[config.mk]
export PLATFORM = sky130hd
export DESIGN_NAME = random_id_generator_with_hash_unit_flat
export DESIGN_NICKNAME = d
export VERILOG_FILES = /design/src/rig_pkg.sv /design/src/rig_if.sv /design/src/rig_lcg.sv /design/src/rig_seq.sv /design/src/random_id_generator_with_hash_unit.sv /design/src/flat_wrapper.sv
export SDC_FILE = /design/constraint.sdc
export NUM_CORES = 1
export LEC_CHECK = 0
export BUFFER_PORTS_ARGS = -buffer_cell sky130_fd_sc_hd__buf_2
export CORE_UTILIZATION = 63
export DETAILED_ROUTE_END_ITERATION = 8
export PLACE_DENSITY = 0.83
export SLEW_MARGIN = 20
export SYNTH_ARGS = -nofsm -noshare
export SYNTH_HDL_FRONTEND = slang
export SYNTH_SLANG_ARGS = --single-unit
[constraint.sdc]
create_clock -name clk -period 6.7 [get_ports clk]
set_input_delay 0 -clock clk [delete_from_list [all_inputs] [get_ports clk]]
set_output_delay 0 -clock clk [all_outputs]
set_load 0.05 [all_outputs]
[src/rig_pkg.sv]
// rig_pkg: shared constants, types and the character table for the identifier generator
// no dependencies; compiled first
package rig_pkg;

	// identifier length default and fixed field widths
	localparam int ID_LENGTH_DEF = 16;
	localparam int TICK_W        = 24;
	localparam int CHAR_W        = 7;
	localparam int HASH_W        = 64;
	localparam int GEN_W         = 32;
	localparam int PREFIX_CHARS  = 4;

	// linear congruential generator constants
	localparam logic [GEN_W-1:0] LCG_MUL = 32'd214013;
	localparam logic [GEN_W-1:0] LCG_INC = 32'd2531011;

	// generator control from the sequencer and the seed port
	typedef struct packed {
		logic load;
		logic step;
	} lcg_ctl_t;

	// 64-entry character table: 0-9, a-z, A-Z, then a and b
	function automatic logic [CHAR_W-1:0] char_of(input logic [5:0] idx);
		logic [CHAR_W-1:0] code;
		if (idx < 6'd10) begin
			code = 7'h30 + {1'b0, idx};
		end else if (idx < 6'd36) begin
			code = 7'h61 + {1'b0, idx - 6'd10};
		end else if (idx < 6'd62) begin
			code = 7'h41 + {1'b0, idx - 6'd36};
		end else begin
			code = 7'h61 + {1'b0, idx - 6'd62};
		end
		return code;
	endfunction

endpackage

[src/rig_if.sv]
// rig_if: valid/ready channel interfaces for requests and characters
// depends on rig_pkg for field widths

interface rig_req_if;
	logic                         valid;
	logic                         ready;
	logic [rig_pkg::TICK_W-1:0]   tick_count;

	modport source (output valid, output tick_count, input ready);
	modport sink   (input valid, input tick_count, output ready);
endinterface

interface rig_rsp_if;
	logic                         valid;
	logic                         ready;
	logic [rig_pkg::CHAR_W-1:0]   character;
	logic                         last_char;
	logic [rig_pkg::HASH_W-1:0]   id_hash;

	modport source (output valid, output character, output last_char, output id_hash,
		input ready);
	modport sink   (input valid, input character, input last_char, input id_hash,
		output ready);
endinterface

[src/rig_lcg.sv]
// rig_lcg: generator state register and its shared multiply-add step unit
// depends on rig_pkg
module rig_lcg (
	input  logic                        clk,
	input  logic                        arst_n,
	input  rig_pkg::lcg_ctl_t           ctl,
	input  logic [rig_pkg::GEN_W-1:0]   load_value,
	output logic [rig_pkg::GEN_W-1:0]   state
);
	import rig_pkg::*;

	logic [GEN_W-1:0] gen_q;
	logic [GEN_W-1:0] gen_next;

	// one step: g * 214013 + 2531011, wrapping at 32 bits
	assign gen_next = gen_q * LCG_MUL + LCG_INC;

	// seed load takes priority; step only while a transaction runs
	always_ff @(posedge clk or negedge arst_n) begin
		if (!arst_n) begin
			gen_q <= '0;
		end else if (ctl.load) begin
			gen_q <= load_value;
		end else if (ctl.step) begin
			gen_q <= gen_next;
		end
	end

	assign state = gen_q;

endmodule

[src/rig_seq.sv]
// rig_seq: sequencer that emits the identifier characters and folds the hash
// depends on rig_pkg and the channel interfaces in rig_if
module rig_seq #(
	parameter int ID_LENGTH = rig_pkg::ID_LENGTH_DEF
) (
	input  logic                        clk,
	input  logic                        arst_n,
	rig_req_if.sink                     req,
	rig_rsp_if.source                   rsp,
	input  logic [rig_pkg::GEN_W-1:0]   gen,
	output logic                        gen_step
);
	import rig_pkg::*;

	localparam int K_W = $clog2(ID_LENGTH);
	localparam logic [K_W-1:0] K_LAST   = K_W'(ID_LENGTH - 1);
	localparam logic [K_W-1:0] K_PREFIX = K_W'(PREFIX_CHARS - 1);

	typedef enum logic [1:0] {S_IDLE, S_EMIT, S_STEP} state_t;

	state_t              state_q;
	logic [K_W-1:0]      k_q;
	logic                half_q;
	logic [TICK_W-1:0]   tick_q;
	logic [HASH_W-1:0]   hash_q;
	logic                out_valid_q;
	logic [CHAR_W-1:0]   char_q;
	logic                last_q;
	logic [HASH_W-1:0]   out_hash_q;

	logic                can_emit;
	logic                emit;
	logic                is_last;
	logic [5:0]          idx;
	logic [CHAR_W-1:0]   code;
	logic [HASH_W-1:0]   hash_next;

	// output slot free or being drained this cycle
	assign can_emit = !out_valid_q || rsp.ready;
	assign emit     = (state_q == S_EMIT) && can_emit;
	assign is_last  = (k_q == K_LAST);

	// table index: tick slices first, then generator slices
	always_comb begin
		if (k_q <= K_PREFIX) begin
			case (k_q[1:0])
				2'd0:    idx = tick_q[5:0];
				2'd1:    idx = tick_q[11:6];
				2'd2:    idx = tick_q[17:12];
				default: idx = tick_q[23:18];
			endcase
		end else begin
			idx = half_q ? gen[27:22] : gen[21:16];
		end
	end

	assign code      = char_of(idx);
	// h*31 + c as a shift and subtract
	assign hash_next = (hash_q << 5) - hash_q + {{(HASH_W-CHAR_W){1'b0}}, code};

	assign req.ready = (state_q == S_IDLE);
	assign gen_step  = (state_q == S_STEP);

	// sequencer, hash accumulator and output register
	always_ff @(posedge clk or negedge arst_n) begin
		if (!arst_n) begin
			state_q     <= S_IDLE;
			k_q         <= '0;
			half_q      <= 1'b0;
			tick_q      <= '0;
			hash_q      <= '0;
			out_valid_q <= 1'b0;
			char_q      <= '0;
			last_q      <= 1'b0;
			out_hash_q  <= '0;
		end else begin
			// output valid: set on a new character, cleared once taken
			if (emit) begin
				out_valid_q <= 1'b1;
			end else if (rsp.ready) begin
				out_valid_q <= 1'b0;
			end
			unique case (state_q)
				S_IDLE: begin
					if (req.valid) begin
						tick_q  <= req.tick_count;
						hash_q  <= '0;
						k_q     <= '0;
						half_q  <= 1'b0;
						state_q <= S_EMIT;
					end
				end
				S_EMIT: begin
					if (can_emit) begin
						char_q      <= code;
						last_q      <= is_last;
						out_hash_q  <= is_last ? hash_next : '0;
						hash_q      <= hash_next;
						k_q         <= k_q + K_W'(1);
						if (is_last) begin
							state_q <= S_IDLE;
						end else if (k_q == K_PREFIX) begin
							state_q <= S_STEP;
						end else if (k_q > K_PREFIX) begin
							// second character of a pair, or fetch the next step
							if (!half_q) begin
								half_q <= 1'b1;
							end else begin
								half_q  <= 1'b0;
								state_q <= S_STEP;
							end
						end
					end
				end
				S_STEP: begin
					state_q <= S_EMIT;
				end
				default: begin
					state_q <= S_IDLE;
				end
			endcase
		end
	end

	assign rsp.valid     = out_valid_q;
	assign rsp.character = char_q;
	assign rsp.last_char = last_q;
	assign rsp.id_hash   = out_hash_q;

endmodule

[src/random_id_generator_with_hash_unit.sv]
// random identifier generator with polynomial hash: one request, ID_LENGTH characters
// an accepted request moves the sequencer to emit, which registers the first character
// a new request is taken only after the last character of the one before; emits wait
// while the output slot is full; generator steps use the shared multiply-add in rig_lcg
// reset: generator state cleared to zero, sequencer idle, no character pending
// depends on rig_pkg, rig_if, rig_lcg and rig_seq
module random_id_generator_with_hash_unit #(
	parameter int ID_LENGTH = rig_pkg::ID_LENGTH_DEF
) (
	input  logic                        clk,
	input  logic                        arst_n,
	input  logic                        seed_we,
	input  logic [rig_pkg::GEN_W-1:0]   seed_wdata,
	rig_req_if.sink                     req,
	rig_rsp_if.source                   rsp
);
	import rig_pkg::*;

	logic             gen_step;
	logic [GEN_W-1:0] gen;
	lcg_ctl_t         lcg_ctl;

	// seed write reloads the generator state
	assign lcg_ctl.load = seed_we;
	assign lcg_ctl.step = gen_step;

	rig_lcg u_lcg (
		.clk        (clk),
		.arst_n     (arst_n),
		.ctl        (lcg_ctl),
		.load_value (seed_wdata),
		.state      (gen)
	);

	rig_seq #(
		.ID_LENGTH (ID_LENGTH)
	) u_seq (
		.clk      (clk),
		.arst_n   (arst_n),
		.req      (req),
		.rsp      (rsp),
		.gen      (gen),
		.gen_step (gen_step)
	);

endmodule
[src/flat_wrapper.sv]
// flat-port wrapper written by rule: the top's interface ports become plain ports
module random_id_generator_with_hash_unit_flat import rig_pkg::*;
#(
	parameter int ID_LENGTH = rig_pkg::ID_LENGTH_DEF
)
  (clk, arst_n, seed_we, seed_wdata, req_valid, req_tick_count, req_ready, rsp_valid, rsp_character, rsp_last_char, rsp_id_hash, rsp_ready);
  rig_req_if req_i ();
  rig_rsp_if rsp_i ();
  input  logic clk;
  input  logic arst_n;
  input  logic seed_we;
  input  logic [rig_pkg::GEN_W-1:0] seed_wdata;
  input wire logic [$bits(req_i.valid)-1:0] req_valid;
  input wire logic [$bits(req_i.tick_count)-1:0] req_tick_count;
  output wire logic [$bits(req_i.ready)-1:0] req_ready;
  output wire logic [$bits(rsp_i.valid)-1:0] rsp_valid;
  output wire logic [$bits(rsp_i.character)-1:0] rsp_character;
  output wire logic [$bits(rsp_i.last_char)-1:0] rsp_last_char;
  output wire logic [$bits(rsp_i.id_hash)-1:0] rsp_id_hash;
  input wire logic [$bits(rsp_i.ready)-1:0] rsp_ready;
  assign req_i.valid = req_valid;
  assign req_i.tick_count = req_tick_count;
  assign req_ready = req_i.ready;
  assign rsp_valid = rsp_i.valid;
  assign rsp_character = rsp_i.character;
  assign rsp_last_char = rsp_i.last_char;
  assign rsp_id_hash = rsp_i.id_hash;
  assign rsp_i.ready = rsp_ready;
  random_id_generator_with_hash_unit #(.ID_LENGTH(ID_LENGTH)) u_core (.clk(clk), .arst_n(arst_n), .seed_we(seed_we), .seed_wdata(seed_wdata), .req(req_i), .rsp(rsp_i));
endmodule
==> run metrics, run 1 <==
row cnt 63; Max stage delay on crit path 0.62 ns; main combinational cell family by area after synthesis adder cells; Net count, final 2569; CP Launch Type flop; htree depth 4; Synth Area in XOR/XNOR 5.82%; Critical R2R Capture u_core.u_lcg.state[27]; Core Footprint 0.0296 sq mm; max_slew headroom 23.6%; Yosys top cell by area dfrtp_1; reg2reg path depth 19; Seq/Total Area, Yosys 25.9%; drt drc 0; Critical path buffers and inverters 2; Most used DFF post-synth dfrtp_1; Die H 175 microns; top cells by area, synth dfrtp_1, fa_1, ha_1, a22o_1, xnor2_1; f_max 155 MHz; CP Data Arrival Time 6.80 ns; first-pass GRT wire length 81000 microns; worst setup path endpoint u_core.u_lcg.state[27]; Die W 175 microns; flops & latches, synth 196; M3 GR Usage 7.25%; global routing's busiest layer met2; Antenna Nets Post-Route 0; Syn Area/Cell 9.80 sq um; Commonest cells post-synth ha_1, inv_1, dfrtp_1; Slowest cell on crit path fa_1; Hold Fails Final Rpt 0; final setup fails 0; Top cell by count, worst path fa_1; worst r2r src u_core.u_lcg.state[1]; Mapped Cells 1935; share of cells above drive strength 1 12.4%; period utilization 96.2%; crit-path cells fa_1, fa_1, fa_1, ha_1, inv_1, fa_1, fa_1, inv_1, ha_1, nor3_1, nor4_1, and3_1, nor4b_2, o31ai_2, a211o_1, a21oi_1, xnor2_1, o21ai_1, mux2_2; DR iter-0 viols 1205; CP Depth 19; RD Place Congestion 0.960; FILL cells 2178; CP endpoint kind flop; antenna violations before repair 1; port bufs 130; Max FO, Critical Path 8; Crit path max-delay family adder cells; simple-gate share of the synthesized area 8.33%; wire length per cell 20.1 microns; yosys warns 0; WS Path Type flop to flop; io pins 135; global-route met1 utilization 47.0%; most common cell in the netlist ha_1; grt met2 use 53.3%; Compound-Gate Fraction of Synth Area 18.1%; unrepaired setup endpoints after global routing yes; final wirelength 50200 microns; synthesis-to-layout area growth 12.5%; clk slew on worst S/H paths 0.09 ns; Inserted Clock Buffers 17; r2r setup slk 0.26 ns; DPL Wire Length 37000 microns; worst hold margin 0.0244 ns; Min-Delay Path Class input pin to async pin; Root Driver clkbuf_16; area share of the largest cell type after synthesis 25.9%; Clock Sink Count 196; synthesized cell area 0.0190 sq mm; die area 0.0308 sq mm; outcome completed; CP Data Required Time 7.06 ns; number of flops mapped to enable cells by yosys 0; Clock Latency Late Sink 0.48 ns; GRT Overall Usage 34.0%; Vias/cell 6.16; via total after detailed routing 15400; Final Max Slew Viols 0; Async S/R FF share, synth 100%; Synth Area in Adders 33.5%; syn_nets 2409; Clock Skew 0.0191 ns; Pre-antenna DRT Iters 7; clock tree from TritonCTS yes; vias in the first global route 15400; worst slew pin tran 1.14 ns; worst setup path start u_core.u_lcg.state[1]; MaxCap Viol Count 0; mux cell area share after synthesis 2.26%; min Tclk post-route 6.44 ns; global route overflow 0; Netlist cell types 66; clk buf depth 2; Starting Density 64.0%; largest net degree at the start of global routing 86
## registers in the layout, summed over array words and instances, names as in the netlist
| name | count |
|---|---|
| u_core.u_seq.rsp.character | 7 |
| u_core.u_seq.tick_q | 24 |
| u_core.u_seq.state_q | 2 |
| u_core.u_lcg.state | 28 |
| u_core.u_seq.rsp.last_char | 1 |
| u_core.u_seq.rsp.valid | 1 |
| u_core.u_seq.half_q | 1 |
| u_core.u_seq.hash_q | 64 |
| u_core.u_seq.rsp.id_hash | 64 |
| u_core.u_seq.k_q | 4 |
## layout make-up
class	count	area (sq um)	area share, %
Multi-Input combinational cell	1432	13000	60.8
Sequential cell	196	4910	23.0
Timing Repair Buffer	220	1480	6.92
Inverter	228	856	4.01
Tap cell	390	488	2.29
Clock buffer	17	425	1.99
Clock inverter	15	201	0.944
Antenna cell	1	2.50	0.0117
## metal layers
layer  vias to the layer above  share of wire (%)
met4                         0                2.4
met1                      7586                 43
met5                         -                  0
li1                       7032                  -
met3                        86                8.1
met2                       690                 46
## logic make-up after synthesis
logic type	after synthesis
AND/OR/NAND/NOR	349
flip-flops	196
multiplexers	39
buffers and inverters	307
adder cells (fa/ha/maj)	413
XOR/XNOR	126
AO/OA/AOI/OAI	505
## cells in the final DEF, fill, tap and decap left out, drive strengths merged, types with 16 or more instances in the layout
| master | netlist | layout |
|---|---|---|
| dlygate4sd3 | 0 | 55 |
| clkbuf | 69 | 18 |
| fa | 159 | 159 |
| nand2 | 149 | 149 |
| o21bai | 16 | 16 |
| mux2 | 31 | 31 |
| xor2 | 29 | 29 |
| inv | 228 | 237 |
| nand3 | 29 | 29 |
| nor3 | 23 | 23 |
| o21a | 19 | 19 |
| ha | 254 | 254 |
| xnor2 | 97 | 97 |
| o21ai | 111 | 111 |
| dfrtp | 196 | 196 |
| a31oi | 17 | 17 |
| a21oi | 127 | 127 |
| a22o | 107 | 107 |
| buf | 10 | 164 |
| nor2 | 75 | 75 |
| a21o | 26 | 26 |
## through the flow
step	instances	area [sq um]	setup TNS (ns)	utilization [%]	setup slack [ns]
floorplan	1935	19000	0	-	0.785
global placement	2410	20100	0	67.8	0.277
detailed placement	2410	20100	0	67.8	0.140
CTS	2497	21300	0	71.8	0.0159
global route	2498	21300	-0.0000733	72.0	-0.0000733
finish	2499	21300	0	72.0	0.257
## worst min-delay path by stage
stage / depth (start not counted) / slack (ns) / endpoint / startpoint
after floorplan: 0 / -0.30 / u_core.u_lcg.state[0] / arst_n
after global placement: 1 / -0.06 / u_core.u_seq.hash_q[56] / arst_n
after detailed placement: 1 / -0.05 / u_core.u_seq.rsp.id_hash[56] / arst_n
after CTS: 2 / 0.002 / u_core.u_seq.rsp.id_hash[58] / arst_n
after global routing: 2 / 0.05 / u_core.u_seq.rsp.id_hash[58] / arst_n
final: 2 / 0.02 / u_core.u_seq.rsp.id_hash[60] / arst_n
## worst register-to-register path, stage by stage (launching register included)
cell and delay, ns:
dfrtp_1 0.57, fa_1 0.63, fa_1 0.57, fa_1 0.43, ha_1 0.31, inv_1 0.07, fa_1 0.44, fa_1 0.55
inv_1 0.04, ha_1 0.36, nor3_1 0.41, nor4_1 0.12, and3_1 0.28, nor4b_2 0.40, o31ai_2 0.20, a211o_1 0.29
a21oi_1 0.18, xnor2_1 0.14, o21ai_1 0.08, mux2_2 0.28
## what timing repair did
action	4_1_cts	5_1_grt
resized for setup	0	17
hold endpoints to repair	98	0
endpoints found under the setup margin	0	40
buffers inserted	0	1
hold buffers	55	0
Power of run 1 is left out: the tool's default activity adds up to more than one toggle a clock period on the data nets, which glitch-free logic cannot reach.
==> inputs of run 2 (changes only) <==
--- a/config.mk
+++ b/config.mk
@@ -6,6 +6,7 @@
 export NUM_CORES = 1
 export LEC_CHECK = 0
 export BUFFER_PORTS_ARGS = -buffer_cell sky130_fd_sc_hd__buf_2
+export CORE_ASPECT_RATIO = 1.1
 export CORE_UTILIZATION = 63
 export DETAILED_ROUTE_END_ITERATION = 8
 export PLACE_DENSITY = 0.83
==> run metrics, run 2 (synthesis results as in run 1) <==
outcome complete, but fails checks; failing checks DRC; row cnt 66 (+4.8%); clock tree from TritonCTS yes; Die W 167 microns (-4.6%); Clock Skew 0.0185 ns (-0.000650 ns); port bufs 130 (unchanged); via total after detailed routing 15400 (-0.15%); Antenna Nets Post-Route 0 (unchanged); Inserted Clock Buffers 17 (unchanged); clk buf depth 2 (unchanged); CP Launch Type flop; Place WS 0.103 ns (-0.0370 ns); Root Driver clkbuf_16; WS Path Type flop to flop; Top cell by count, worst path fa_1; Core Footprint 0.0296 sq mm (-0.25%); DR iter-0 viols 1028 (-15%); Vias/cell 6.18 (+0.25%); Hold Fails Final Rpt 0 (unchanged); RD Place Congestion 0.996 (+3.7%); Starting Density 64.1% (+0.16 points); wire length per cell 20.5 microns (+2.3%); antenna cells 0 (-1); reg2reg path depth 20 (+1); MaxCap Viol Count 0 (unchanged); drt drc 4 (+4); GRT Overall Usage 34.5% (+0.59 points); DP Cell Count 2396 (-0.58%); CP endpoint kind flop; max_slew headroom 23.7% (+0.12 points); Max stage delay on crit path 0.53 ns (-0.09 ns); Final Max Slew Viols 0 (unchanged); r2r setup slk 0.25 ns (about the same); final setup fails 0 (unchanged); global route overflow 0 (unchanged); Critical R2R Capture u_core.u_lcg.state[27]; crit-path cells buf_4, fa_1, fa_1, fa_1, inv_1, fa_1, inv_1, fa_1, fa_1, ha_1, o21ai_1, o21ai_0, a22o_1, nor4b_2, o31ai_2, a211o_1, a21oi_1, xnor2_1, o21ai_1, mux2_2; Finished Cell Area 0.0214 sq mm (+0.19%); min Tclk post-route 6.45 ns (+0.0114 ns); Clock Latency Late Sink 0.47 ns (about the same); Max FO, Critical Path 7 (-1); Slowest cell on crit path fa_1; period utilization 96.3% (+0.17 points); Final Instance Count excl. Fillers 2489 (-0.40%); final setup margin 0.246 ns (-0.0114 ns); CP Data Arrival Time 6.81 ns (about the same); Net count, final 2576 (+0.27%); first-pass GRT wire length 82300 microns (+1.6%); Min-Delay Path Class input pin to async pin; FILL cells 2102 (-3.5%); clk slew on worst S/H paths 0.08 ns (about the same); Clock Sink Count 196 (unchanged); Pre-antenna DRT Iters 9 (+2); io pins 135 (unchanged); f_max 155 MHz (-0.18%); largest net degree at the start of global routing 93 (+8.1%); htree depth 4 (unchanged); worst hold margin 0.158 ns (+0.134 ns); share of cells above drive strength 1 12.5% (+0.15 points); synthesis-to-layout area growth 12.7%; die area 0.0308 sq mm (about the same); Die H 184 microns (+4.8%); Crit path max-delay family adder cells; CP Data Required Time 7.06 ns (about the same); DPL Wire Length 37900 microns (+2.3%); commonest cells after routing, fill and taps aside ha_1, inv_1, dfrtp_1; worst r2r src u_core.u_lcg.state[4]; worst slew pin tran 1.14 ns (-0.00186 ns); antenna violations before repair 0 (-1); final wirelength 51100 microns (+1.9%); Critical path buffers and inverters 3 (+1); vias in the first global route 15800 (+2.7%); dpl cell area 0.0201 sq mm (about the same); commonest non-fill, non-tap cell in the layout ha_1
==> run 2: how the worst max path moves through the flow <==
stage	slack, ns	end	cells after the start	start
6_report	0.25	u_core.u_lcg.state[27]	20	u_core.u_lcg.state[4]
5_1_grt	-0.03	u_core.u_seq.rsp.id_hash[42]	25	u_core.u_seq.k_q[0]
3_5_place_dp	0.10	u_core.u_lcg.state[27]	20	u_core.u_lcg.state[4]
3_3_place_gp	0.25	u_core.u_lcg.state[27]	19	u_core.u_lcg.state[5]
2_1_floorplan	0.79	u_core.u_lcg.state[27]	19	u_core.u_lcg.state[4]
4_1_cts	0.09	u_core.u_lcg.state[27]	20	u_core.u_lcg.state[4]
==> run 2: routing by layer <==
metal	global-route usage [%]	part of all wire, %	up-vias
met5	0	0	-
met4	16.6	4.6	0
met3	5.32	4.9	157
met2	63.3	53	531
met1	39.3	38	7633
li1	-	-	7050
==> run 2: final cells by class <==
class	count	area (sq um)	area share (%)
timing repair buffer	227	1530	7.13
tap	374	468	2.19
clock inverter	15	215	1.01
sequential	196	4910	22.9
clock buffer	17	425	1.99
multi-input combinational	1432	13000	60.7
inverter	228	856	4.00
==> run 2: worst reg2reg max path, cell delays in order (launching register included) <==
cell     delay (ns)
dfrtp_1        0.46
buf_4          0.22
fa_1           0.46
fa_1           0.47
fa_1           0.53
inv_1          0.07
fa_1           0.52
inv_1          0.05
fa_1           0.46
fa_1           0.49
ha_1           0.35
o21ai_1        0.14
o21ai_0        0.17
a22o_1         0.28
nor4b_2        0.47
o31ai_2        0.20
a211o_1        0.31
a21oi_1        0.19
xnor2_1        0.14
o21ai_1        0.08
mux2_2         0.27
==> run 2: through the flow <==
stage / setup TNS [ns] / util (%)
after global placement: 0 / 67.9
final: 0 / 72.3
after global routing: -0.0487 / 72.3
after CTS: 0 / 72.0
after detailed placement: 0 / 67.9
after floorplan: 0 / -
==> run 2: repair_timing <==
item / in CTS / in global routing
hold endpoints to repair: 145 / 0
hold buffers: 55 / 0
buffers inserted: 0 / 6
setup endpoints to repair: 0 / 32
resized for setup: 0 / 12
Power of run 2 is left out for the same reason.
==> inputs of run 3 (changes only) <==
--- a/config.mk
+++ b/config.mk
@@ -9,7 +9,7 @@
 export CORE_ASPECT_RATIO = 1.1
 export CORE_UTILIZATION = 63
 export DETAILED_ROUTE_END_ITERATION = 8
-export PLACE_DENSITY = 0.83
+export PLACE_DENSITY = 0.88
 export SLEW_MARGIN = 20
 export SYNTH_ARGS = -nofsm -noshare
 export SYNTH_HDL_FRONTEND = slang
==> run metrics, run 3 (synthesis results as in run 1) <==
commonest non-fill, non-tap cell in the layout ha_1; clk buf depth 2 (unchanged); Core Footprint 0.0296 sq mm (unchanged); die area 0.0308 sq mm (unchanged); Antenna Nets Post-Route 0 (unchanged); min Tclk post-route 6.54 ns (+0.0832 ns); CP Launch Type flop; synthesis-to-layout area growth 12.1%; port bufs 130 (unchanged); Final Util 71.9% (-0.40 points); Min-Delay Path Class input pin to async pin; period utilization 97.6% (+1.2 points); CP Data Required Time 7.07 ns (about the same); Top cell by count, worst path fa_1; antenna violations before repair 1 (+1); Die W 167 microns (unchanged); Clock Latency Late Sink 0.47 ns (about the same); global route overflow 0 (unchanged); drt drc 0 (-4); via total after detailed routing 15800 (+2.9%); crit-path cells fa_1, fa_1, fa_1, inv_1, fa_1, fa_1, inv_1, fa_1, ha_1, nand2_1, nor2_1, a22o_1, nor4b_2, o31ai_4, a211o_1, a21oi_1, xnor2_1, o21ai_1, mux2_2; register area 0.00491 sq mm (about the same); Root Driver clkbuf_16; share of cells above drive strength 1 12.4% (-0.18 points); clk slew on worst S/H paths 0.09 ns (about the same); commonest cells after routing, fill and taps aside ha_1, inv_1, dfrtp_1; Clock Sink Count 196 (unchanged); first-pass GRT wire length 85000 microns (+3.3%); Total Neg Setup Slack 0 ns (unchanged); Die H 184 microns (unchanged); row cnt 66 (unchanged); Clock Skew 0.0176 ns (-0.000887 ns); CP Data Arrival Time 6.90 ns (+0.09 ns); CP endpoint kind flop; max_slew headroom 22.7% (-1.1 points); Final Max Slew Viols 0 (unchanged); Net count, final 2566 (-0.39%); worst hold margin 0.0979 ns (-0.0603 ns); multi-input logic area 0.0130 sq mm (+0.19%); wire length per cell 21.7 microns (+5.7%); io pins 135 (unchanged); Max FO, Critical Path 7 (unchanged); htree depth 4 (unchanged); Pre-antenna DRT Iters 9 (unchanged); MaxCap Viol Count 0 (unchanged); Inserted Clock Buffers 17 (unchanged); GRT Overall Usage 35.7% (+1.2 points); Slowest cell on crit path fa_1; unrepaired setup endpoints after global routing yes; RD Place Congestion 0.989 (-0.72%); Vias/cell 6.38 (+3.3%); worst slew pin tran 1.16 ns (+0.0158 ns); Hold Fails Final Rpt 0 (unchanged); Starting Density 64.1% (unchanged); clock tree from TritonCTS yes; outcome completed; FILL cells 2025 (-3.7%); final setup fails 0 (unchanged); Final Instance Count excl. Fillers 2480 (-0.36%); DPL Wire Length 38900 microns (+2.9%); largest net degree at the start of global routing 86 (-7.5%); DR iter-0 viols 1622 (+58%); f_max 153 MHz (-1.3%); final wirelength 53900 microns (+5.3%); DP Cell Count 2390 (-0.25%); Max stage delay on crit path 0.57 ns (+0.04 ns); WS Path Type flop to flop; vias in the first global route 16600 (+4.9%)
[run 3: changes by cell type in the layout (fill, tap and decap cells not counted), sizes merged]
cell,delta
clkinv,-3
bufinv,-2
buf,-10
clkbuf,+1
diode,+1
inv,+4
[run 3: path summary, 6_finish.rpt]
kind | startpoint | to | depth (start not counted) | slack, ns
hold reg to reg | u_core.u_seq.rsp.last_char | u_core.u_seq.rsp.last_char | 2 | 0.48
setup reg to reg | u_core.u_lcg.state[13] | u_core.u_lcg.state[27] | 19 | 0.16
min in group clk | seed_we | u_core.u_lcg.state[15] | 3 | 0.20
hold / removal | arst_n | u_core.u_seq.rsp.last_char | 2 | 0.1
setup / recovery | u_core.u_lcg.state[13] | u_core.u_lcg.state[27] | 19 | 0.16
max in group asynchronous | arst_n | u_core.u_seq.k_q[0] | 3 | 5.22
[run 3: metal layers]
metal	vias to the layer above	GRT usage, %	wire, microns
li1	7021	-	-
met1	7710	40.6	19400
met2	822	63.3	27400
met3	270	6.39	3750
met4	0	20.8	3350
met5	-	0	0
[run 3: area by class of cell]
| cell class | instances | share of cell area [%] |
|---|---|---|
| Inverter | 228 | 4.03 |
| Sequential cell | 196 | 23.1 |
| Clock buffer | 18 | 2.02 |
| Antenna cell | 1 | 0.0118 |
| Clock inverter | 14 | 0.653 |
| Multi-Input combinational cell | 1432 | 61.2 |
| Timing Repair Buffer | 217 | 6.82 |
| Tap cell | 374 | 2.20 |
[run 3: what timing repair did]
action                                  CTS  global route
resized for setup                         2            19
pin swaps                                 0             4
hold endpoints to repair                124             0
buffers inserted                          0             2
endpoints found under the setup margin    4            43
hold buffers                             55             0
[run 3: worst max-delay path, delay by kind of cell (launching register included)]
family	cells	cell delay [ns]
buf+inv	2	0.11
mux	1	0.28
xor+xnor	1	0.15
flops	1	0.56
compound gates	5	1.11
fa+ha+maj	7	3.39
simple gates	3	0.83
[run 3: stage by stage]
stage | setup WS [ns] | area, sq um
2_1_floorplan | 0.785 | 19000
3_3_place_gp | 0.289 | 20000
3_5_place_dp | -0.00348 | 20000
4_1_cts | 0.0878 | 21200
5_1_grt | -0.0641 | 21300
6_report | 0.163 | 21300
Power of run 3 is left out for the same reason.
